===== src/design/trhc_pkg.sv =====
// Package for the top-k recall hit counter: field widths, parameter defaults,
// action and register codes, and the structs passed between the submodules.
// Depends on nothing; every other design file imports it.
package trhc_pkg;

  // Defaults for the top-level parameters.
  localparam int unsigned MAX_TRUTH_DEF      = 64;
  localparam int unsigned TOPK_SLOTS_DEF     = 4;
  localparam int unsigned MAX_CANDIDATES_DEF = 256;
  localparam int unsigned COUNTER_BITS_DEF   = 32;

  // Number of depth registers, and the most slots a counter row can hold.
  localparam int unsigned K_REGS     = 4;
  localparam int unsigned SLOT_LIMIT = 8;

  // Field widths fixed by the interface.
  localparam int unsigned ACTION_W   = 2;
  localparam int unsigned INDEX_W    = 31;
  localparam int unsigned RANK_W     = 8;
  localparam int unsigned SEL_W      = 2;
  localparam int unsigned MASK_W     = 4;
  localparam int unsigned VALUE_W    = 32;
  localparam int unsigned CFG_IDX_W  = 3;
  localparam int unsigned CFG_DATA_W = 31;
  localparam int unsigned SLOTS_W    = 3;
  localparam int unsigned DEPTH_W    = 7;
  localparam int unsigned CAND_W     = 9;
  localparam int unsigned TRUTH_W    = INDEX_W + 1;

  // Command queue between front and back.
  localparam int unsigned QUEUE_DEPTH = 2;
  localparam int unsigned QPTR_W      = 1;
  localparam int unsigned QCNT_W      = 2;

  typedef enum logic [ACTION_W-1:0] {
    ACT_NEW   = 2'd0,
    ACT_TRUTH = 2'd1,
    ACT_CAND  = 2'd2,
    ACT_READ  = 2'd3
  } action_e;

  typedef enum logic [CFG_IDX_W-1:0] {
    REG_SLOTS  = 3'd0,
    REG_TOPK0  = 3'd1,
    REG_TOPK1  = 3'd2,
    REG_TOPK2  = 3'd3,
    REG_TOPK3  = 3'd4,
    REG_CANDS  = 3'd5,
    REG_DBSIZE = 3'd6
  } reg_e;

  // Classified command, as the back end executes it.
  typedef enum logic [2:0] {
    OP_NEW,
    OP_TRUTH,
    OP_CAND,
    OP_READ,
    OP_REJECT
  } op_e;

  typedef struct packed {
    op_e                op;
    logic               bad;
    logic [INDEX_W-1:0] idx;
    logic [RANK_W-1:0]  rank;
    logic [SEL_W-1:0]   sel;
  } cmd_t;

  // Decoded configuration, shared by front and back.
  typedef struct packed {
    logic [K_REGS-1:0]              active;
    logic [K_REGS-1:0][DEPTH_W-1:0] depth;
    logic [CAND_W-1:0]              cand_lim;
    logic [INDEX_W-1:0]             db_size;
  } cfg_t;

endpackage


===== src/design/trhc_front.sv =====
// Front end of the top-k recall hit counter: input handshake and classification.
// Range checks that depend only on configuration are settled here. Uses trhc_pkg.
module trhc_front
  import trhc_pkg::*;
#(
  parameter int unsigned TOPK_SLOTS     = TOPK_SLOTS_DEF,
  parameter int unsigned MAX_CANDIDATES = MAX_CANDIDATES_DEF
) (
  input  logic               in_valid_i,
  output logic               in_stall_o,
  input  logic [ACTION_W-1:0] action_i,
  input  logic [INDEX_W-1:0] point_index_i,
  input  logic [RANK_W-1:0]  rank_position_i,
  input  logic [SEL_W-1:0]   slot_select_i,
  input  cfg_t               cfg_i,
  input  logic               busy_i,
  input  logic               q_full_i,
  output logic               q_push_o,
  output cmd_t               q_item_o
);

  logic idx_bad;
  logic rank_over;

  assign in_stall_o = busy_i || q_full_i;
  assign q_push_o   = in_valid_i && !in_stall_o;

  always_comb begin
    idx_bad   = point_index_i >= cfg_i.db_size;
    rank_over = 32'(rank_position_i) >= 32'(MAX_CANDIDATES);

    q_item_o.bad  = idx_bad;
    q_item_o.idx  = point_index_i;
    q_item_o.rank = rank_position_i;
    q_item_o.sel  = slot_select_i;

    case (action_i)
      ACT_NEW:   q_item_o.op = OP_NEW;
      ACT_TRUTH: q_item_o.op = OP_TRUTH;
      ACT_CAND: begin
        if (rank_over || (CAND_W'(rank_position_i) >= cfg_i.cand_lim) || idx_bad) begin
          q_item_o.op = OP_REJECT;
        end else begin
          q_item_o.op = OP_CAND;
        end
      end
      ACT_READ: begin
        if (rank_over || (32'(slot_select_i) >= 32'(TOPK_SLOTS))) begin
          q_item_o.op = OP_REJECT;
        end else begin
          q_item_o.op = OP_READ;
        end
      end
      default:   q_item_o.op = OP_REJECT;
    endcase
  end

endmodule


===== config.mk =====
export PLATFORM = sky130hd
export DESIGN_NAME = trhc_front
export DESIGN_NICKNAME = d
export VERILOG_FILES = /design/src/design/trhc_pkg.sv /design/src/design/trhc_front.sv
export SDC_FILE = /design/constraint.sdc
export NUM_CORES = 1
export LEC_CHECK = 0
export BUFFER_PORTS_ARGS = -buffer_cell sky130_fd_sc_hd__buf_2
export CAP_MARGIN = 0
export CELL_PAD_IN_SITES_DETAIL_PLACEMENT = 1
export CELL_PAD_IN_SITES_GLOBAL_PLACEMENT = 1
export CORE_ASPECT_RATIO = 1.2
export CORE_MARGIN = 2
export CORE_UTILIZATION = 22
export DETAILED_ROUTE_END_ITERATION = 16
export PLACE_DENSITY_LB_ADDON = 0.15
export SYNTH_ARGS = -nofsm -noshare
export SYNTH_HDL_FRONTEND = slang
export SYNTH_SLANG_ARGS = --single-unit

===== constraint.sdc =====
create_clock -name vclk -period 3.1
set_input_delay 0.31 -clock vclk [all_inputs]
set_output_delay 0.31 -clock vclk [all_outputs]
set_load 0.02 [all_outputs]

-- Word-level counts from Yosys, hierarchy flattened
Index checks and enable logic that the tools add are counted.
- logic and storage cells: 12
- input port bits: 118
- register bits: 0
- output and inout bits: 47
- order comparisons: 2
- muxes and demuxes: 2
- eq/ne operators: 3
- reductions and logical operators: 5
- operator list (operator ; number):
    31-bit greater-or-equal comparator ; 1
    3-bit one-hot mux with 4 select lines ; 1
    8-bit by 9-bit greater-or-equal comparator with 1-bit output ; 1
    2-bit equality test (second input constant) ; 2
    3-bit two-way mux ; 1
    2-bit by 1-bit equality test with 1-bit output (second input constant) ; 1
    2-bit zero test ; 1
    1-bit logical OR ; 2
    1-bit logical AND ; 1
    1-bit zero test ; 1

-- Logic depth before layout (Yosys ltp)
- word-level depth: 4
- mapped depth: 8

-- Worst setup path after synthesis
Ideal clock, no wire load.
- path kind: input to output
- from: input cfg_i[29] in the netlist's numbering
- to: output q_item_o[43] in the netlist's numbering
- path slack: 0.822 ns
- required time: 2.790 ns
- cell stages on the path: 7
- buffers on the path: 0
- data arrival time: 1.968 ns
- cells stage by stage: inv_1 ha_1 a21oi_2 nand2_1 a221o_1 a211o_1 o41ai_2
- RTL lines (what ; line ; RTL):
    from (decl) ; trhc_front.sv:15 ; input cfg_t cfg_i,
    to (decl) ; trhc_front.sv:19 ; output cmd_t q_item_o

==> summary.txt <==
Status
  • Outcome: complete, no violations

Pwr
  • Flop pwr share: 0%
  • VDD IR-drop max: 0.0000443 V
  • Pwr/cell area: 138 nW/um^2
  • Int Pwr: 0.000111 W
  • P_leak: 1.17 nW
  • Logic gate share of total power: 100.0%
  • Sw Ratio: 54.6%
  • Clock Power Share: 0%
  • P_sw: 0.000133 W

Timing
  • Minimum hold slack: 620 ps
  • Final Cycle Share: 78.5%
  • Max_slew headroom: 73.9%
  • Final setup violation count: 0
  • Final Slew Violations: 0
  • Tightest Pin Transition: 388 ps
  • Minimum clock period after layout: 2430 ps
  • FMAX: 0.411 GHz
  • Post-route setup TNS: 0 ps
  • RSZ-0062 raised after global routing: no
  • Final Hold Viols: 0

Floorplanning
  • DIE WIDTH: 75.2 um
  • Core area: 5970 sq um
  • Die area: 6720 sq um
  • # rows: 31
  • Die height: 89.4 um
  • Starting Density: 22.4%
  • IO Count: 165

Critical path
  • Startpoint types: input pin
  • CP most frequent cell: buf_2
  • CP peak stage delay: 350 ps
  • Worst path cell trace: buf_2 > ha_1 > a21oi_2 > nand2_1 > a221o_1 > a211o_1 > o41ai_2 > buf_2
  • CP Capture Type: primary output
  • CP delay by family, top: compound AO/OA/AOI/OAI gates
  • Crit path capture: q_item_o[43]
  • CP max FO: 3
  • Critical path origin: point_index_i[29]
  • Crit Path Category: input pin to primary output
  • CP Data Required Time: 2790 ps
  • WP buf/inv: 2
  • CP arrival: 2120 ps
  • Critical path depth in cells: 8
  • Slowest CP cell: a221o_1

Synth
  • Avg Inst Size Synth: 7.11 sq um
  • Gate Count Post-Synth: 188
  • Synth Warn #: 0
  • Most numerous cell in the Yosys netlist: inv_1
  • Yosys top cell area share: 36.5%
  • Synth unique cells: 28
  • Top post-synthesis cells by area: ha_1 36%, buf_4 24%, inv_1 12%, a21oi_1 4.9%, nand4_1 2.3%
  • Mapped Area: 1340 sq um
  • Post-synthesis sequential area ratio: 0%
  • Syn nets: 345
  • Post-synth top cells: 43 x inv_1, 42 x buf_4, 39 x ha_1, 13 x a21oi_1, 8 x nand2_1
  • Synth area leader: ha_1

Final layout
  • Fill count: 819
  • Seq Cell Count: 0
  • Clock buf count: 0
  • Share of layout cells above drive strength 1: 48.5%
  • Total Nets Final: 433
  • Area Overhead vs Synth: 32.1%
  • FF+latch area: 0 sq um
  • Footprint of the multi-input gates: 857 sq um
  • # diodes: 0

GRT
  • Vias in the first global route: 1320
  • First-pass GRT wire length: 5040 um
  • Gr usage total: 8.94%
  • Largest net degree at the start of global routing: 4
  • Initial antenna violation count: 0
  • Total grt overflow: 0

Routing
  • Avg WL per Cell: 9.35 um
  • Iter 0 DRT Violations: 4
  • Average vias per placed instance: 4.10
  • First-pass detailed-route iteration total: 2
  • DRC: 0
  • Remaining antenna violation count: 0
  • Post-Route WL: 3330 um
  • DR vias: 1458

Clock network
  • Hold-fix buffers, CTS: 0
  • CTS resizes: 0
  • Postcts setup bufs: 0

Placed design
  • HPWL after DPL: 3290 um
  • Placer Congestion: 0.712
  • Buffers on Ports: 129

Hold path
  • Hold Crit Class: input pin to primary output

Job
  • Max_cap viols: 0
==> placed cells by master (no fill, tap or decap), drive strengths merged <==
| master | instances |
|---|---|
| or3 | 1 |
| nand2b | 1 |
| a211oi | 4 |
| nand3 | 4 |
| nor2 | 7 |
| a221o | 1 |
| a21o | 2 |
| a2111oi | 1 |
| inv | 43 |
| o31ai | 1 |
| a21oi | 14 |
| buf | 129 |
| o211ai | 1 |
| a211o | 1 |
| nand3b | 1 |
| o311a | 1 |
| nor4 | 2 |
| nand2 | 8 |
| nand4 | 5 |
| o21ai | 5 |
| o41ai | 1 |
| ha | 39 |
| or2 | 2 |
==> metal layers <==
layer / vias up / part of all wire [%] / track usage (%)
met5: - / 0 / 0
met4: 0 / 0 / 0
met3: 0 / 10 / 0.676
met2: 70 / 51 / 17.9
met1: 629 / 39 / 10.8
li1: 759 / - / -
==> power by group through the flow <==
stage / Sequential, W / Combinational (W) / Clock [W]
global route: 0 / 0.000282 / 0
global placement: 0 / 0.000247 / 0
finish: 0 / 0.000244 / 0
detailed placement: 0 / 0.000250 / 0
CTS: 0 / 0.000251 / 0
floorplan: 0 / 0.000180 / 0
==> worst min path at each step <==
stage | slack (ps) | from | cells past startpoint | to
global route | 620 | slot_select_i[1] | 0 | q_item_o[1]
detailed placement | 620 | slot_select_i[1] | 0 | q_item_o[1]
finish | 620 | slot_select_i[1] | 0 | q_item_o[1]
floorplan | 730 | slot_select_i[0] | 1 | q_item_o[0]
CTS | 620 | slot_select_i[1] | 0 | q_item_o[1]
global placement | 620 | slot_select_i[1] | 0 | q_item_o[1]
==> through the flow <==
| stage | util (%) | cells | instance area [sq um] | setup WS, ps | total power [W] |
|---|---|---|---|---|---|
| 3_5_place_dp | 29.6 | 356 | 1770 | 629 | 0.000250 |
| 4_1_cts | 29.6 | 356 | 1770 | 632 | 0.000251 |
| 5_1_grt | 29.6 | 356 | 1770 | 446 | 0.000282 |
| 3_3_place_gp | 29.6 | 356 | 1770 | 668 | 0.000247 |
| 6_report | 29.6 | 356 | 1770 | 666 | 0.000244 |
| 2_1_floorplan | - | 188 | 1340 | 822 | 0.000180 |
==> logic make-up after synthesis <==
family | after synthesis | synth area share [%]
buf+inv | 86 | 35.9
fa+ha+maj | 39 | 36.5
compound gates | 32 | 16.2
simple gates | 31 | 11.4
==> layout make-up <==
class | instances | share of cell area (%)
timing repair buffer | 129 | 36.5
tap | 82 | 5.81
inverter | 43 | 9.14
multi-input combinational | 102 | 48.5
Note: power is estimated with default switching activity, not from simulation.
