**config.mk**
```make
export PLATFORM = sky130hd
export DESIGN_NAME = trhc_queue
export DESIGN_NICKNAME = d
export VERILOG_FILES = /design/src/design/trhc_pkg.sv /design/src/design/trhc_queue.sv
export SDC_FILE = /design/constraint.sdc
export NUM_CORES = 1
export LEC_CHECK = 0
export ABC_AREA = 1
export ABC_CLOCK_PERIOD_IN_PS = 7300
export BUFFER_PORTS_ARGS = -buffer_cell sky130_fd_sc_hd__buf_4
export CORE_ASPECT_RATIO = 0.75
export CORE_MARGIN = 5
export CORE_UTILIZATION = 45
export DETAILED_ROUTE_END_ITERATION = 8
export PLACE_DENSITY = 0.7
export SYNTH_ARGS = -nofsm -noshare
export SYNTH_HDL_FRONTEND = slang
export SYNTH_SLANG_ARGS = --single-unit
```
**constraint.sdc**
```tcl
create_clock -name clk_i -period 7.3 [get_ports clk_i]
set_input_delay 1.095 -clock clk_i [delete_from_list [all_inputs] [get_ports clk_i]]
set_output_delay 1.095 -clock clk_i [all_outputs]
set_load 0.01 [all_outputs]
```
**src/design/trhc_pkg.sv**
```systemverilog
// Package for the top-k recall hit counter: field widths, parameter defaults,
// action and register codes, and the structs passed between the submodules.
// Depends on nothing; every other design file imports it.
package trhc_pkg;

  // Defaults for the top-level parameters.
  localparam int unsigned MAX_TRUTH_DEF      = 64;
  localparam int unsigned TOPK_SLOTS_DEF     = 4;
  localparam int unsigned MAX_CANDIDATES_DEF = 256;
  localparam int unsigned COUNTER_BITS_DEF   = 32;

  // Number of depth registers, and the most slots a counter row can hold.
  localparam int unsigned K_REGS     = 4;
  localparam int unsigned SLOT_LIMIT = 8;

  // Field widths fixed by the interface.
  localparam int unsigned ACTION_W   = 2;
  localparam int unsigned INDEX_W    = 31;
  localparam int unsigned RANK_W     = 8;
  localparam int unsigned SEL_W      = 2;
  localparam int unsigned MASK_W     = 4;
  localparam int unsigned VALUE_W    = 32;
  localparam int unsigned CFG_IDX_W  = 3;
  localparam int unsigned CFG_DATA_W = 31;
  localparam int unsigned SLOTS_W    = 3;
  localparam int unsigned DEPTH_W    = 7;
  localparam int unsigned CAND_W     = 9;
  localparam int unsigned TRUTH_W    = INDEX_W + 1;

  // Command queue between front and back.
  localparam int unsigned QUEUE_DEPTH = 2;
  localparam int unsigned QPTR_W      = 1;
  localparam int unsigned QCNT_W      = 2;

  typedef enum logic [ACTION_W-1:0] {
    ACT_NEW   = 2'd0,
    ACT_TRUTH = 2'd1,
    ACT_CAND  = 2'd2,
    ACT_READ  = 2'd3
  } action_e;

  typedef enum logic [CFG_IDX_W-1:0] {
    REG_SLOTS  = 3'd0,
    REG_TOPK0  = 3'd1,
    REG_TOPK1  = 3'd2,
    REG_TOPK2  = 3'd3,
    REG_TOPK3  = 3'd4,
    REG_CANDS  = 3'd5,
    REG_DBSIZE = 3'd6
  } reg_e;

  // Classified command, as the back end executes it.
  typedef enum logic [2:0] {
    OP_NEW,
    OP_TRUTH,
    OP_CAND,
    OP_READ,
    OP_REJECT
  } op_e;

  typedef struct packed {
    op_e                op;
    logic               bad;
    logic [INDEX_W-1:0] idx;
    logic [RANK_W-1:0]  rank;
    logic [SEL_W-1:0]   sel;
  } cmd_t;

  // Decoded configuration, shared by front and back.
  typedef struct packed {
    logic [K_REGS-1:0]              active;
    logic [K_REGS-1:0][DEPTH_W-1:0] depth;
    logic [CAND_W-1:0]              cand_lim;
    logic [INDEX_W-1:0]             db_size;
  } cfg_t;

endpackage

```
**src/design/trhc_queue.sv**
```systemverilog
// Short command queue between the front and back ends of the hit counter.
// Register-based FIFO of classified commands. Uses trhc_pkg.
module trhc_queue
  import trhc_pkg::*;
(
  input  logic clk_i,
  input  logic rst_ni,
  input  logic push_i,
  input  cmd_t item_i,
  output logic full_o,
  input  logic pop_i,
  output logic valid_o,
  output cmd_t item_o
);

  cmd_t              mem_q [QUEUE_DEPTH];
  logic [QPTR_W-1:0] wr_ptr_q;
  logic [QPTR_W-1:0] rd_ptr_q;
  logic [QCNT_W-1:0] cnt_q;
  logic              do_push;
  logic              do_pop;

  assign full_o  = cnt_q == QCNT_W'(QUEUE_DEPTH);
  assign valid_o = cnt_q != '0;
  assign item_o  = mem_q[rd_ptr_q];
  assign do_push = push_i && !full_o;
  assign do_pop  = pop_i && valid_o;

  always_ff @(posedge clk_i) begin
    if (do_push) begin
      mem_q[wr_ptr_q] <= item_i;
    end
  end

  always_ff @(posedge clk_i or negedge rst_ni) begin
    if (!rst_ni) begin
      wr_ptr_q <= '0;
      rd_ptr_q <= '0;
      cnt_q    <= '0;
    end else begin
      if (do_push) begin
        wr_ptr_q <= QPTR_W'(wr_ptr_q + QPTR_W'(1));
      end
      if (do_pop) begin
        rd_ptr_q <= QPTR_W'(rd_ptr_q + QPTR_W'(1));
      end
      if (do_push && !do_pop) begin
        cnt_q <= QCNT_W'(cnt_q + QCNT_W'(1));
      end else if (do_pop && !do_push) begin
        cnt_q <= QCNT_W'(cnt_q - QCNT_W'(1));
      end
    end
  end

endmodule

```
Word level (Yosys, flattened, before mapping). Memories as Yosys holds them, arrays and structs flattened. Index checks and enable logic that the tools add are counted.

Flip-flop bits (word level): 4. Bits in latches: 0. Memory bits (writable): 90. ROM bits: 0. Input bits: 49. Output and inout bits: 47. Word-level logic and storage cells: 22. Memories: 1.

$add $sub $neg: 4. Multipliers: 0. Div/mod/pow operators: 0. $lt $le $gt $ge: 0. Eq/ne operators: 1. Shifts and indexed selects: 0. Muxes and demuxes: 4. Bitwise operators: 0. Reduce and logical (&&, ||, !) cells: 9.

Memories: mem_q (words 2, width 45, read ports 1, clocked after memory_dff 0, write ports 1, line trhc_queue.sv:16) `cmd_t mem_q [QUEUE_DEPTH];`.

Operators by type and width (number): $logic_and 1x1->1 (4); $mux 2 (2); $reduce_bool 2->1 (2); $logic_not 1->1 (3); $add 1x1->1 const B (2); $add 2x1->2 const B (1); $eq 2x2->1 const B (1); $mux 1 (2); $sub 2x1->2 const B (1).

Logic depth before layout (Yosys ltp).
Depth after elaboration: 7. Depth in mapped cells: 9. Gate-level depth less buffers: 9.

Worst setup path after synthesis. OpenSTA, ideal clock, no wires.

Path kind: input port to flip-flop. From: in push_i. To: mem mem_q[1][0] (netlist name), enable pin. Library setup time: 448 ps. Arrival: 3091 ps. Required time: 6852 ps. Setup slack: 3761 ps. Cell stages on the path: 2. Path buffers: 0. Cell sequence: o21ai_0 > nor2_1.

Word-level cells in the longest chain between the ends: 3.

RTL lines: start, declared (line trhc_queue.sv:8) `input logic push_i,`; $logic_and 1x1->1 (line trhc_queue.sv:26) `assign do_push = push_i && !full_o;`; $mux 1 (line trhc_queue.sv:30) `if (do_push) begin`; $mux 1 (implied by the code) (line trhc_queue.sv:31) `mem_q[wr_ptr_q] <= item_i;`; end, declared (line trhc_queue.sv:16).

Every way passes these cells.

==> Flow_metrics.wiki <==
{| class="wikitable"
! Metric !! Value
|-
| Result of the run || complete, no violations
|-
| Met2 track utilization from global routing || a little over a fifth
|-
| Number of inserted diodes || 0
|-
| Reg2Reg Depth || 4
|-
| Syn Area/Cell || around 13 um^2
|-
| Fmax || ~0.36 GHz
|-
| Standby leakage power || roughly 1.9 nW
|-
| Initial core utilization || a little under half
|-
| Worst setup EP type || output pin
|-
| #FFs+latches synth || between 90 and 100
|-
| Die outline area || 9800 um^2
|-
| Buffers & Inverters on Critical Path || 2
|-
| Number of failing setup endpoints in the final timing report || 0
|-
| VDD IR-drop max || approximately 0.21 mV
|-
| Detail-routed net length per standard cell || 13.7 um
|-
| Power density cells || ~390 nW/um^2
|-
| Final sum of negative setup slack || 0 ns
|-
| Core ar. || approximately 8000 um^2
|-
| Startpoint type of the worst setup path || flip-flop
|-
| Origin of the critical flop-to-flop path || cnt_q[1]
|-
| Fillcell total || between 600 and 700
|-
| Worst Clk Skew || 0.00893 ns
|-
| Slack of the worst reg-to-reg path || 5.29 ns
|-
| Critical Path Stages || 4
|-
| Synth Warn # || 0
|-
| Required arrival time at the worst endpoint || approximately 6.2 ns
|-
| Length of the first detailed-routing pass in iterations || 4
|-
| Final-stage net count || between 400 and 500
|-
| RSZ-0062 raised after global routing || no
|-
| Layout Area Growth over Synthesis || 27.0%
|-
| Post-Syn Area || 3560 um^2
|-
| Number of sinks driven by the clock tree || 94
|-
| Count of distinct cell types in the synthesized netlist || 17
|-
| Vertical die dimension || 87.0 um
|-
| Critical setup path kind || flip-flop to output pin
|-
| Number of antenna violations at the first check in global routing || 0
|-
| M3 GR Usage || 4.86%
|-
| Layout cells sized above 1 || a little under a third
|-
| Critical path capture point || item_o[25]
|-
| Post-DP HPWL || between 4000 and 5000 um
|-
| Clock Tree Buf Depth || 2
|-
| Final-report max-slew violation count || 0
|-
| Number of cells after detailed placement || between 400 and 500
|-
| Std-Cell Rows || 28
|-
| Number of enable-type register cells in the synthesized netlist || 90
|-
| Worst stage delay on the critical path || just under 0.6 ns
|-
| Post-route clock period utilization || 38.2%
|-
| Most frequent cells in the layout || nand2_1, buf_4, edfxtp_1
|-
| Grt ovf || 0
|-
| FFs w/ async S/R, synth || about 4.3%
|-
| Number of buffers added for setup after CTS || 0
|-
| Dpl cell area || 4310 um^2
|-
| Number of max-cap violations || 0
|-
| Vias after detailed routing || around 2200
|-
| Worst-case headroom to the max-slew limit || between 30% and 40%
|-
| Final Hold Violating Endpoints || 0
|-
| Worst endpoint data arrival time || ~1.7 ns
|-
| Clock tree from TritonCTS || built
|-
| I/O Buffers || 95
|-
| Initial DRC Count || 102
|-
| FF-to-FF End || mem_q[1][42]
|-
| Part of the Yosys area used for sequential elements || between 70% and 80%
|-
| Post-detailed-route via-to-cell ratio || 4.62
|-
| Tightest Hold Check Type || flip-flop to flip-flop
|-
| Aggregate global-route resource usage || a little over an eighth
|-
| Vias in the first global route || 2144
|-
| CP delay by family, top || buffers and inverters
|-
| Cell count after synthesis || between 200 and 300
|-
| Power Total || approximately 0.0018 W
|-
| Number of levels the H-tree was split into || 3
|-
| Cell occurring most often along the worst timing path || nand2_1
|-
| Later-pin clock latency in the skew report || approximately 0.34 ns
|-
| Actual transition at the worst max-transition pin || 0.966 ns
|-
| Cell chain of the critical path || inv_2 > nand2_1 > nand2_1 > buf_4
|-
| Wire length after detailed routing || 6490 um
|-
| Syn_nets || between 300 and 400
|-
| Fin crit period || between 2 and 3 ns
|-
| Largest net degree at the start of global routing || 47
|-
| Cell at the root of the clock tree || clkbuf_8
|-
| Most common cell after layout, fill and taps aside || nand2_1
|-
| Critical path's slowest cell || inv_2
|-
| CP max FO || 46
|-
| CP Launch Point || rd_ptr_q
|-
| Detail Route Antenna Nets || 0
|-
| Global-route wire length before repair || between 10000 and 15000 um
|-
| Clock-pin slew on the worst setup and hold paths || 0.08 ns
|-
| Post-cts repair resize count || 0
|-
| M1 GR Usage || roughly 18%
|-
| Total clock buffers created by CTS || 9
|-
| Residual DRC || 0
|-
| Number of hold buffers added after cts || 0
|-
| Placer's final routability congestion estimate || roughly 0.75
|-
| Horiz. Die Dim || between 100 and 150 um
|-
| Post-route design area || roughly 4500 um^2
|-
| Number of cells in the finished layout apart from fillers || 474
|-
| Top flip-flop cell by instance count after synthesis || edfxtp_1
|-
| GRT Max-Usage Layer || met2
|-
| Number of top-level pins || 96
|}
-- power breakdown --
part / leakage [nW] / switching (W) / internal (W)
registers: 0.885 / 0.0000300 / 0.000737
clock network: 0.105 / 0.000163 / 0.000191
logic: 0.959 / 0.000385 / 0.000256
-- worst min-delay path: stages, from the launching register on --
cell and delay [ns]:
dfrtp_1 0.34, nand2_1 0.05, nand2_1 0.06
-- state kept, by name, summed over array words and instances, names as in the netlist --
register / count
mem_q: 90
cnt_q: 2
rd_ptr_q: 1
wr_ptr_q: 1
-- logic make-up after synthesis --
family,Yosys count,share of synthesized area [%]
buffers and inverters,17,4.11
AND/OR/NAND/NOR,152,16.4
adder cells (fa/ha/maj),1,0.352
AO/OA/AOI/OAI,1,0.141
flip-flops,94,78.8
XOR/XNOR,1,0.246
-- final cells by class --
type                    count  area [um^2]  area share [%]
flip-flops and latches     94         2800            62.0
repair buffers             97          728            16.1
multi-input cells         155          617            13.6
well taps                 105          131            2.91
clock buffers               9          124            2.74
clock inverters             6         86.3            1.91
inverters                   8         30.0           0.664
-- worst min-delay path by stage --
stage / start / to / slack, ns / depth (start not counted)
floorplan: cnt_q[1] / cnt_q[1] / 0.44 / 2
global placement: cnt_q[1] / cnt_q[1] / 0.46 / 2
detailed placement: cnt_q[1] / cnt_q[1] / 0.47 / 2
CTS: cnt_q[1] / cnt_q[1] / 0.48 / 2
global route: rst_ni / wr_ptr_q / 0.51 / 1
finish: cnt_q[1] / cnt_q[1] / 0.48 / 2
-- metrics by stage --
step / setup slack (ns) / hold WS [ns] / utilization (%)
after floorplan: 3.76 / 0.442 / -
after global placement: 4.64 / 0.456 / 55.2
after detailed placement: 4.63 / 0.467 / 55.2
after CTS: 4.46 / 0.484 / 57.8
after global routing: 4.32 / 0.511 / 57.8
final: 4.51 / 0.485 / 57.8
-- synthesized netlist by cell type, types with 2 or more instances --
cell type / n / share of area [%]
buf_2: 3 / 0.42
buf_12: 4 / 2.3
nand3_1: 2 / 0.28
inv_1: 7 / 0.74
edfxtp_1: 90 / 76
dfrtp_1: 4 / 2.8
nand2_1: 145 / 15
nor2_2: 2 / 0.35
-- layer usage --
| layer | share of wire, % | up-vias |
|---|---|---|
| li1 | - | 1080 |
| met1 | 45 | 1009 |
| met2 | 45 | 92 |
| met3 | 8.9 | 7 |
| met4 | 0.96 | 0 |
| met5 | 0 | - |
Note: power is estimated with default switching activity, not from simulation.
