$ cat src/design/trhc_pkg.sv
// Package for the top-k recall hit counter: field widths, parameter defaults,
// action and register codes, and the structs passed between the submodules.
// Depends on nothing; every other design file imports it.
package trhc_pkg;

  // Defaults for the top-level parameters.
  localparam int unsigned MAX_TRUTH_DEF      = 64;
  localparam int unsigned TOPK_SLOTS_DEF     = 4;
  localparam int unsigned MAX_CANDIDATES_DEF = 256;
  localparam int unsigned COUNTER_BITS_DEF   = 32;

  // Number of depth registers, and the most slots a counter row can hold.
  localparam int unsigned K_REGS     = 4;
  localparam int unsigned SLOT_LIMIT = 8;

  // Field widths fixed by the interface.
  localparam int unsigned ACTION_W   = 2;
  localparam int unsigned INDEX_W    = 31;
  localparam int unsigned RANK_W     = 8;
  localparam int unsigned SEL_W      = 2;
  localparam int unsigned MASK_W     = 4;
  localparam int unsigned VALUE_W    = 32;
  localparam int unsigned CFG_IDX_W  = 3;
  localparam int unsigned CFG_DATA_W = 31;
  localparam int unsigned SLOTS_W    = 3;
  localparam int unsigned DEPTH_W    = 7;
  localparam int unsigned CAND_W     = 9;
  localparam int unsigned TRUTH_W    = INDEX_W + 1;

  // Command queue between front and back.
  localparam int unsigned QUEUE_DEPTH = 2;
  localparam int unsigned QPTR_W      = 1;
  localparam int unsigned QCNT_W      = 2;

  typedef enum logic [ACTION_W-1:0] {
    ACT_NEW   = 2'd0,
    ACT_TRUTH = 2'd1,
    ACT_CAND  = 2'd2,
    ACT_READ  = 2'd3
  } action_e;

  typedef enum logic [CFG_IDX_W-1:0] {
    REG_SLOTS  = 3'd0,
    REG_TOPK0  = 3'd1,
    REG_TOPK1  = 3'd2,
    REG_TOPK2  = 3'd3,
    REG_TOPK3  = 3'd4,
    REG_CANDS  = 3'd5,
    REG_DBSIZE = 3'd6
  } reg_e;

  // Classified command, as the back end executes it.
  typedef enum logic [2:0] {
    OP_NEW,
    OP_TRUTH,
    OP_CAND,
    OP_READ,
    OP_REJECT
  } op_e;

  typedef struct packed {
    op_e                op;
    logic               bad;
    logic [INDEX_W-1:0] idx;
    logic [RANK_W-1:0]  rank;
    logic [SEL_W-1:0]   sel;
  } cmd_t;

  // Decoded configuration, shared by front and back.
  typedef struct packed {
    logic [K_REGS-1:0]              active;
    logic [K_REGS-1:0][DEPTH_W-1:0] depth;
    logic [CAND_W-1:0]              cand_lim;
    logic [INDEX_W-1:0]             db_size;
  } cfg_t;

endpackage

$ cat src/design/trhc_cfg_regs.sv
// Configuration register file of the top-k recall hit counter.
// Holds the seven registers and decodes the active slot mask. Uses trhc_pkg.
module trhc_cfg_regs
  import trhc_pkg::*;
#(
  parameter int unsigned TOPK_SLOTS = TOPK_SLOTS_DEF
) (
  input  logic                  clk_i,
  input  logic                  rst_ni,
  input  logic                  cfg_we_i,
  input  logic [CFG_IDX_W-1:0]  cfg_idx_i,
  input  logic [CFG_DATA_W-1:0] cfg_data_i,
  output cfg_t                  cfg_o
);

  logic [SLOTS_W-1:0]             slots_q;
  logic [K_REGS-1:0][DEPTH_W-1:0] depth_q;
  logic [CAND_W-1:0]              cands_q;
  logic [INDEX_W-1:0]             dbsize_q;

  always_ff @(posedge clk_i or negedge rst_ni) begin
    if (!rst_ni) begin
      slots_q  <= SLOTS_W'(1);
      depth_q  <= {K_REGS{DEPTH_W'(1)}};
      cands_q  <= CAND_W'(256);
      dbsize_q <= {INDEX_W{1'b1}};
    end else if (cfg_we_i) begin
      case (cfg_idx_i)
        REG_SLOTS:  slots_q    <= cfg_data_i[SLOTS_W-1:0];
        REG_TOPK0:  depth_q[0] <= cfg_data_i[DEPTH_W-1:0];
        REG_TOPK1:  depth_q[1] <= cfg_data_i[DEPTH_W-1:0];
        REG_TOPK2:  depth_q[2] <= cfg_data_i[DEPTH_W-1:0];
        REG_TOPK3:  depth_q[3] <= cfg_data_i[DEPTH_W-1:0];
        REG_CANDS:  cands_q    <= cfg_data_i[CAND_W-1:0];
        REG_DBSIZE: dbsize_q   <= cfg_data_i[INDEX_W-1:0];
        default: ;
      endcase
    end
  end

  // A slot is active when it is below both the programmed count and TOPK_SLOTS.
  always_comb begin
    for (int s = 0; s < K_REGS; s++) begin
      cfg_o.active[s] = (32'(s) < 32'(slots_q)) && (32'(s) < 32'(TOPK_SLOTS));
    end
    cfg_o.depth    = depth_q;
    cfg_o.cand_lim = cands_q;
    cfg_o.db_size  = dbsize_q;
  end

endmodule

$ cat config.mk
export PLATFORM = sky130hd
export DESIGN_NAME = trhc_cfg_regs
export DESIGN_NICKNAME = d
export VERILOG_FILES = /design/src/design/trhc_pkg.sv /design/src/design/trhc_cfg_regs.sv
export SDC_FILE = /design/constraint.sdc
export NUM_CORES = 1
export LEC_CHECK = 0
export ABC_AREA = 1
export BUFFER_PORTS_ARGS = -buffer_cell sky130_fd_sc_hd__buf_4
export CORE_ASPECT_RATIO = 0.6
export CORE_MARGIN = 1.5
export CORE_UTILIZATION = 49
export DETAILED_ROUTE_END_ITERATION = 10
export PLACE_DENSITY_LB_ADDON = 0.15
export SETUP_SLACK_MARGIN = 0.3
export SYNTH_ARGS = -nofsm -noshare
export SYNTH_HDL_FRONTEND = slang
export SYNTH_SLANG_ARGS = --single-unit
$ cat constraint.sdc
create_clock -name clk_i -period 1.15 [get_ports clk_i]
set_input_delay 0.0575 -clock clk_i [delete_from_list [all_inputs] [get_ports clk_i]]
set_output_delay 0.0575 -clock clk_i [all_outputs]
set_load 0.05 [all_outputs]
# Yosys cells after proc, flatten, opt, wreduce, memory -nomap -nowiden
# Index checks and enable logic that the tools add are counted.
# totals
ff_bits	71
inputBits	37
# classes
n_lt_le_gt_ge	4
eq_ne	6
n_reduce_logical	8
# ops
cell	count
2-bit AND reduction	7
3-bit equality test, second input constant	3
3-bit by 2-bit equality test with 1-bit output, second input constant	2
1-bit by 3-bit less-than comparator with 1-bit output, first input constant	2
2-bit by 3-bit less-than comparator with 1-bit output, first input constant	2
3-bit by 1-bit equality test with 1-bit output, second input constant	1
3-bit logical NOT	1

# Longest topological paths before layout
# depth
word_depth	2
ltp_mapped	6
mapped_depth_nobuf	5

# Worst setup path after synthesis
# No wires, ideal clock.
# synth_timing
kind	register to output
start	register slots_q[2]
end	output cfg_o[68] (netlist name)
arrival_time_ps	1205
required_ps	1092
path_slack_ps	-112
stages_incl_launch_ff	4
n_path_buf	0
cell_sequence	dfrtp_1 nor2_1 inv_1 or2_2
# synth_lines
item	line	text
start: declaration	trhc_cfg_regs.sv:16	logic [SLOTS_W-1:0] slots_q;
start signal: assignment	trhc_cfg_regs.sv:29	REG_SLOTS: slots_q <= cfg_data_i[SLOTS_W-1:0];
end: declaration	trhc_cfg_regs.sv:13	output cfg_t cfg_o

==> impl_results.html <==
<table>
<tr><th>Metric</th><th>Value</th></tr>
<tr><th colspan="2">Synthesis</th></tr>
<tr><td>Cell types with the largest area share after synthesis</td><td>dfstp_2, dfrtp_1, nand2_1, nand3_1, buf_4</td></tr>
<tr><td>Cell with the most instances after synthesis</td><td>nand2_1</td></tr>
<tr><td>Proportion of netlist area held by the largest area contributor</td><td>33.5%</td></tr>
<tr><td>Number of register bits inferred by synthesis</td><td>71</td></tr>
<tr><td>Synth Warn #</td><td>0</td></tr>
<tr><td>Share of flip-flops with an asynchronous set or reset after synthesis</td><td>100%</td></tr>
<tr><td>Fraction of the yosys area taken by sequential cells</td><td>62.8%</td></tr>
<tr><td>Synthesized Nets</td><td>361</td></tr>
<tr><td>Number of flops mapped to enable cells by yosys</td><td>0</td></tr>
<tr><td>Cell types with the highest counts after synthesis</td><td>nand2_1, dfstp_2, dfrtp_1</td></tr>
<tr><td>Dominant register cell in the synthesized netlist</td><td>dfstp_2</td></tr>
<tr><td>Post-synth top area cell</td><td>dfstp_2</td></tr>
<tr><td>Syn_area_per_cell</td><td>8.96 µm²</td></tr>
<tr><td>Cell Area, Synth</td><td>0.00290 mm²</td></tr>
<tr><td>Instance count of the mapped netlist</td><td>324</td></tr>
<tr><td>Yosys cell types</td><td>15</td></tr>
<tr><th colspan="2">Hold path</th></tr>
<tr><td>Number of instances on the worst hold path</td><td>4</td></tr>
<tr><td>Type of the most critical hold path</td><td>primary input to register</td></tr>
<tr><th colspan="2">Timing</th></tr>
<tr><td>Min cycle time layout</td><td>1.40 ns</td></tr>
<tr><td>Number of setup violations in the final report</td><td>3</td></tr>
<tr><td>Setup repair after global routing missed its margin</td><td>yes</td></tr>
<tr><td>Number of max-slew violations in the final report</td><td>0</td></tr>
<tr><td>Share of the clock period used by the worst path after layout</td><td>121%</td></tr>
<tr><td>Minimum setup slack in the final design</td><td>-0.246 ns</td></tr>
<tr><td>Worst Clk Skew</td><td>0 ns</td></tr>
<tr><td>Transition at the pin with the smallest max-transition slack</td><td>0.392 ns</td></tr>
<tr><td>Setup TNS</td><td>-0.589 ns</td></tr>
<tr><td>Max-Slew Margin vs Limit</td><td>73.8%</td></tr>
<tr><td>FMAX</td><td>716 MHz</td></tr>
<tr><td>Hold Violations, Final</td><td>0</td></tr>
<tr><th colspan="2">CTS</th></tr>
<tr><td>Reg clk slew, reported paths</td><td>0.07 ns</td></tr>
<tr><td>TritonCTS clock tree</td><td>done</td></tr>
<tr><td>CTS buffer count</td><td>9</td></tr>
<tr><td>Deepest clock path buffer count</td><td>2</td></tr>
<tr><td>Skew-Pair Late Insertion Delay</td><td>0.34 ns</td></tr>
<tr><td>Maximum level of the CTS H-tree</td><td>3</td></tr>
<tr><td>Clk Tree Root Cell</td><td>clkbuf_8</td></tr>
<tr><td>Clock sinks</td><td>71</td></tr>
<tr><th colspan="2">Critical path</th></tr>
<tr><td>Peak fanout along the critical path</td><td>2</td></tr>
<tr><td>Slowest CP cell</td><td>dfrtp_1</td></tr>
<tr><td>CP Cell Sequence</td><td>nor2_4 &gt; inv_4 &gt; or2_4 &gt; buf_8</td></tr>
<tr><td>Launch instance of the worst register-to-register path</td><td>cfg_o[48]$_DFFE_PN0P_</td></tr>
<tr><td>Critical path data required time</td><td>1.09 ns</td></tr>
<tr><td>Critical path destination</td><td>cfg_o[68]</td></tr>
<tr><td>Depth of the worst register-to-register path</td><td>4</td></tr>
<tr><td>Category of the worst setup path capture point</td><td>output pin</td></tr>
<tr><td>Worst reg2reg setup slack</td><td>0.25 ns</td></tr>
<tr><td>Critical path startpoint</td><td>slots_q[2]$_DFFE_PN0P_</td></tr>
<tr><td>Launching element type of the critical path</td><td>register</td></tr>
<tr><td>Crit path largest cell delay</td><td>0.43 ns</td></tr>
<tr><td>Setup Crit Path Kind</td><td>register to output pin</td></tr>
<tr><td>Arrival time at the worst endpoint</td><td>1.34 ns</td></tr>
<tr><td>Endpoint of the worst register-to-register path</td><td>cfg_o[48]$_DFFE_PN0P_</td></tr>
<tr><th colspan="2">Global route</th></tr>
<tr><td>Total overflow reported by the global router</td><td>0</td></tr>
<tr><td>Via count of the first global-routing pass</td><td>2902</td></tr>
<tr><td>Maximum number of pins on one net before global-route repair</td><td>32</td></tr>
<tr><td>Global-route usage over all layers</td><td>28.2%</td></tr>
<tr><td>Number of antenna violations at the first check in global routing</td><td>0</td></tr>
<tr><td>Global-route wire length before repair</td><td>13700 µm</td></tr>
<tr><th colspan="2">Die</th></tr>
<tr><td>Horizontal extent of the die</td><td>102 µm</td></tr>
<tr><td>Full die area</td><td>0.00641 mm²</td></tr>
<tr><td>Core Box Area</td><td>0.00565 mm²</td></tr>
<tr><td>Count of pins on the block boundary</td><td>109</td></tr>
<tr><td>Die H</td><td>62.6 µm</td></tr>
<tr><td>Number of standard-cell rows in the floorplan</td><td>21</td></tr>
<tr><td>Initial Util</td><td>51.4%</td></tr>
<tr><th colspan="2">Power and ir drop</th></tr>
<tr><td>Comb power frac</td><td>43.1%</td></tr>
<tr><td>Clock network fraction of total power</td><td>22.1%</td></tr>
<tr><td>Pleak</td><td>2.66 nW</td></tr>
<tr><td>Net switching fraction of the power</td><td>39.1%</td></tr>
<tr><td>Peak supply drop</td><td>1200 µV</td></tr>
<tr><td>Cell internal power dissipation</td><td>0.00632 W</td></tr>
<tr><td>Fraction of power consumed by sequential logic</td><td>34.9%</td></tr>
<tr><td>Reported net switching power</td><td>0.00406 W</td></tr>
<tr><td>Areal power density over the cells</td><td>2020 mW/mm²</td></tr>
<tr><th colspan="2">Drt</th></tr>
<tr><td>Number of violations reported at the end of detailed-routing iteration 0</td><td>150</td></tr>
<tr><td>Top Metal Used</td><td>met4</td></tr>
<tr><td>Residual DRC</td><td>0</td></tr>
<tr><td>Routed via count</td><td>3022</td></tr>
<tr><td>Post-detailed-route wirelength per cell</td><td>17.5 µm</td></tr>
<tr><td>Routed metal-1 wirelength</td><td>3860 µm</td></tr>
<tr><td>TritonRoute pass-1 iters</td><td>5</td></tr>
<tr><td>WL met3</td><td>817 µm</td></tr>
<tr><td>Wire length on met2</td><td>5240 µm</td></tr>
<tr><td>Total wire length after detailed routing</td><td>10200 µm</td></tr>
<tr><td>Final antenna-violating net count</td><td>0</td></tr>
<tr><td>Routed via count divided by cell count</td><td>5.16</td></tr>
<tr><th colspan="2">Flow run</th></tr>
<tr><td>Number of maximum-capacitance constraint violations</td><td>0</td></tr>
<tr><th colspan="2">Finish</th></tr>
<tr><td>Post-layout utilization of the core</td><td>90.8%</td></tr>
<tr><td>Antenna Cells</td><td>0</td></tr>
<tr><td>Nets</td><td>538</td></tr>
<tr><td>Share of final-layout standard cells stronger than drive strength 1</td><td>44.1%</td></tr>
<tr><td>Area grow syn2layout</td><td>76.7%</td></tr>
<tr><th colspan="2">Place</th></tr>
<tr><td>Placer's final routability congestion estimate</td><td>0.791</td></tr>
<tr><td>Port buffer count</td><td>108</td></tr>
<tr><td>Post-DP HPWL</td><td>4900 µm</td></tr>
<tr><th colspan="2">Run status</th></tr>
<tr><td>Outcome</td><td>finished with violations</td></tr>
<tr><td>Violations in the final reports</td><td>negative setup slack</td></tr>
</table>
-- cell families after synthesis --
group         Yosys count  share of synthesized area, %
buf+inv                17                          3.71
flops                  71                          62.8
simple gates          236                          33.5
-- final cells by class --
type	instances	area [µm²]
clock inverter	5	77.6
inverter	7	28.8
multi-input combinational	236	1030
clock buffer	11	151
sequential	71	1820
fill	223	520
tap	80	100
timing repair buffer	176	1920
-- layer usage --
layer,track usage (%),vias to the layer above
met3,6.60,32
met4,9.25,0
met2,48.3,153
li1,-,1342
met5,0,-
met1,35.0,1495
-- timing repair --
| action | 4_1_cts | 5_1_grt |
|---|---|---|
| endpoints found under the hold margin | 97 | 0 |
| gates resized for setup | 110 | 29 |
| gates cloned | 0 | 0 |
| pin swaps | 2 | 8 |
| hold buffers | 32 | 0 |
| endpoints found under the setup margin | 72 | 72 |
| buffers inserted | 14 | 15 |
-- power by group through the flow --
stage	Clock (W)	Combinational, W	Sequential, W
finish	0.00229	0.00447	0.00362
global route	0.00241	0.00465	0.00365
CTS	0.00229	0.00409	0.00355
detailed placement	0	0.00335	0.00345
global placement	0	0.00331	0.00344
floorplan	0	0.000617	0.00507
-- through the flow --
step                std cells  setup slack (ns)  instance area (µm²)  hold slack [ns]  total power, W
floorplan                 324             0.114                 2920           -0.238         0.00569
global placement          509             0.108                 3850          -0.0146         0.00674
detailed placement        509            0.0713                 3850          -0.0150         0.00680
CTS                       571            -0.225                 4920           0.0370         0.00993
global route              586            -0.267                 5130           0.0766          0.0107
finish                    586            -0.246                 5130           0.0662          0.0104
-- cell usage in the layout (no fill, tap or decap) --
master         Yosys  layout
buf_8              0      38
nor2_2             3       3
nand2_1          198     188
clkbuf_8           0      11
buf_4              5      53
nand2_4            3       4
inv_2              3       3
nor2_1             5       2
dlygate4sd3_1      0      32
or2_4              0       1
nor2_8             1       1
inv_1              4       3
inv_4              0       3
clkinv_2           0       1
nor2_4             1       4
buf_6              3      49
dfstp_2           37      37
dfrtp_1           34      34
buf_12             0       4
nand2_2            0       9
nand3_1           24      24
bufinv_16          0       2
-- sequential cells by signal, summed over array words and instances, names as in the netlist --
signal	cells
slots_q	3
cfg_o	28
cands_q	9
dbsize_q	31
-- worst min path at each step --
stage,start,slack (ns),to
6_report,cfg_idx_i[0],0.07,cfg_o[47]$_DFFE_PN1P_
5_1_grt,cfg_idx_i[0],0.08,cfg_o[47]$_DFFE_PN1P_
4_1_cts,cfg_idx_i[1],0.04,cfg_o[40]$_DFFE_PN1P_
3_5_place_dp,rst_ni,-0.02,cands_q[5]$_DFFE_PN0P_
3_3_place_gp,rst_ni,-0.01,cands_q[3]$_DFFE_PN0P_
2_1_floorplan,rst_ni,-0.24,cands_q[0]$_DFFE_PN0P_
-- worst max-delay path: cells and delay by family, from the launching register on --
kind / cells / cell delay (ns)
and+or+nand+nor: 2 / 0.37
DFF: 1 / 0.43
buffers and inverters: 2 / 0.19
No activity file was read; power rests on OpenSTA's default activity.
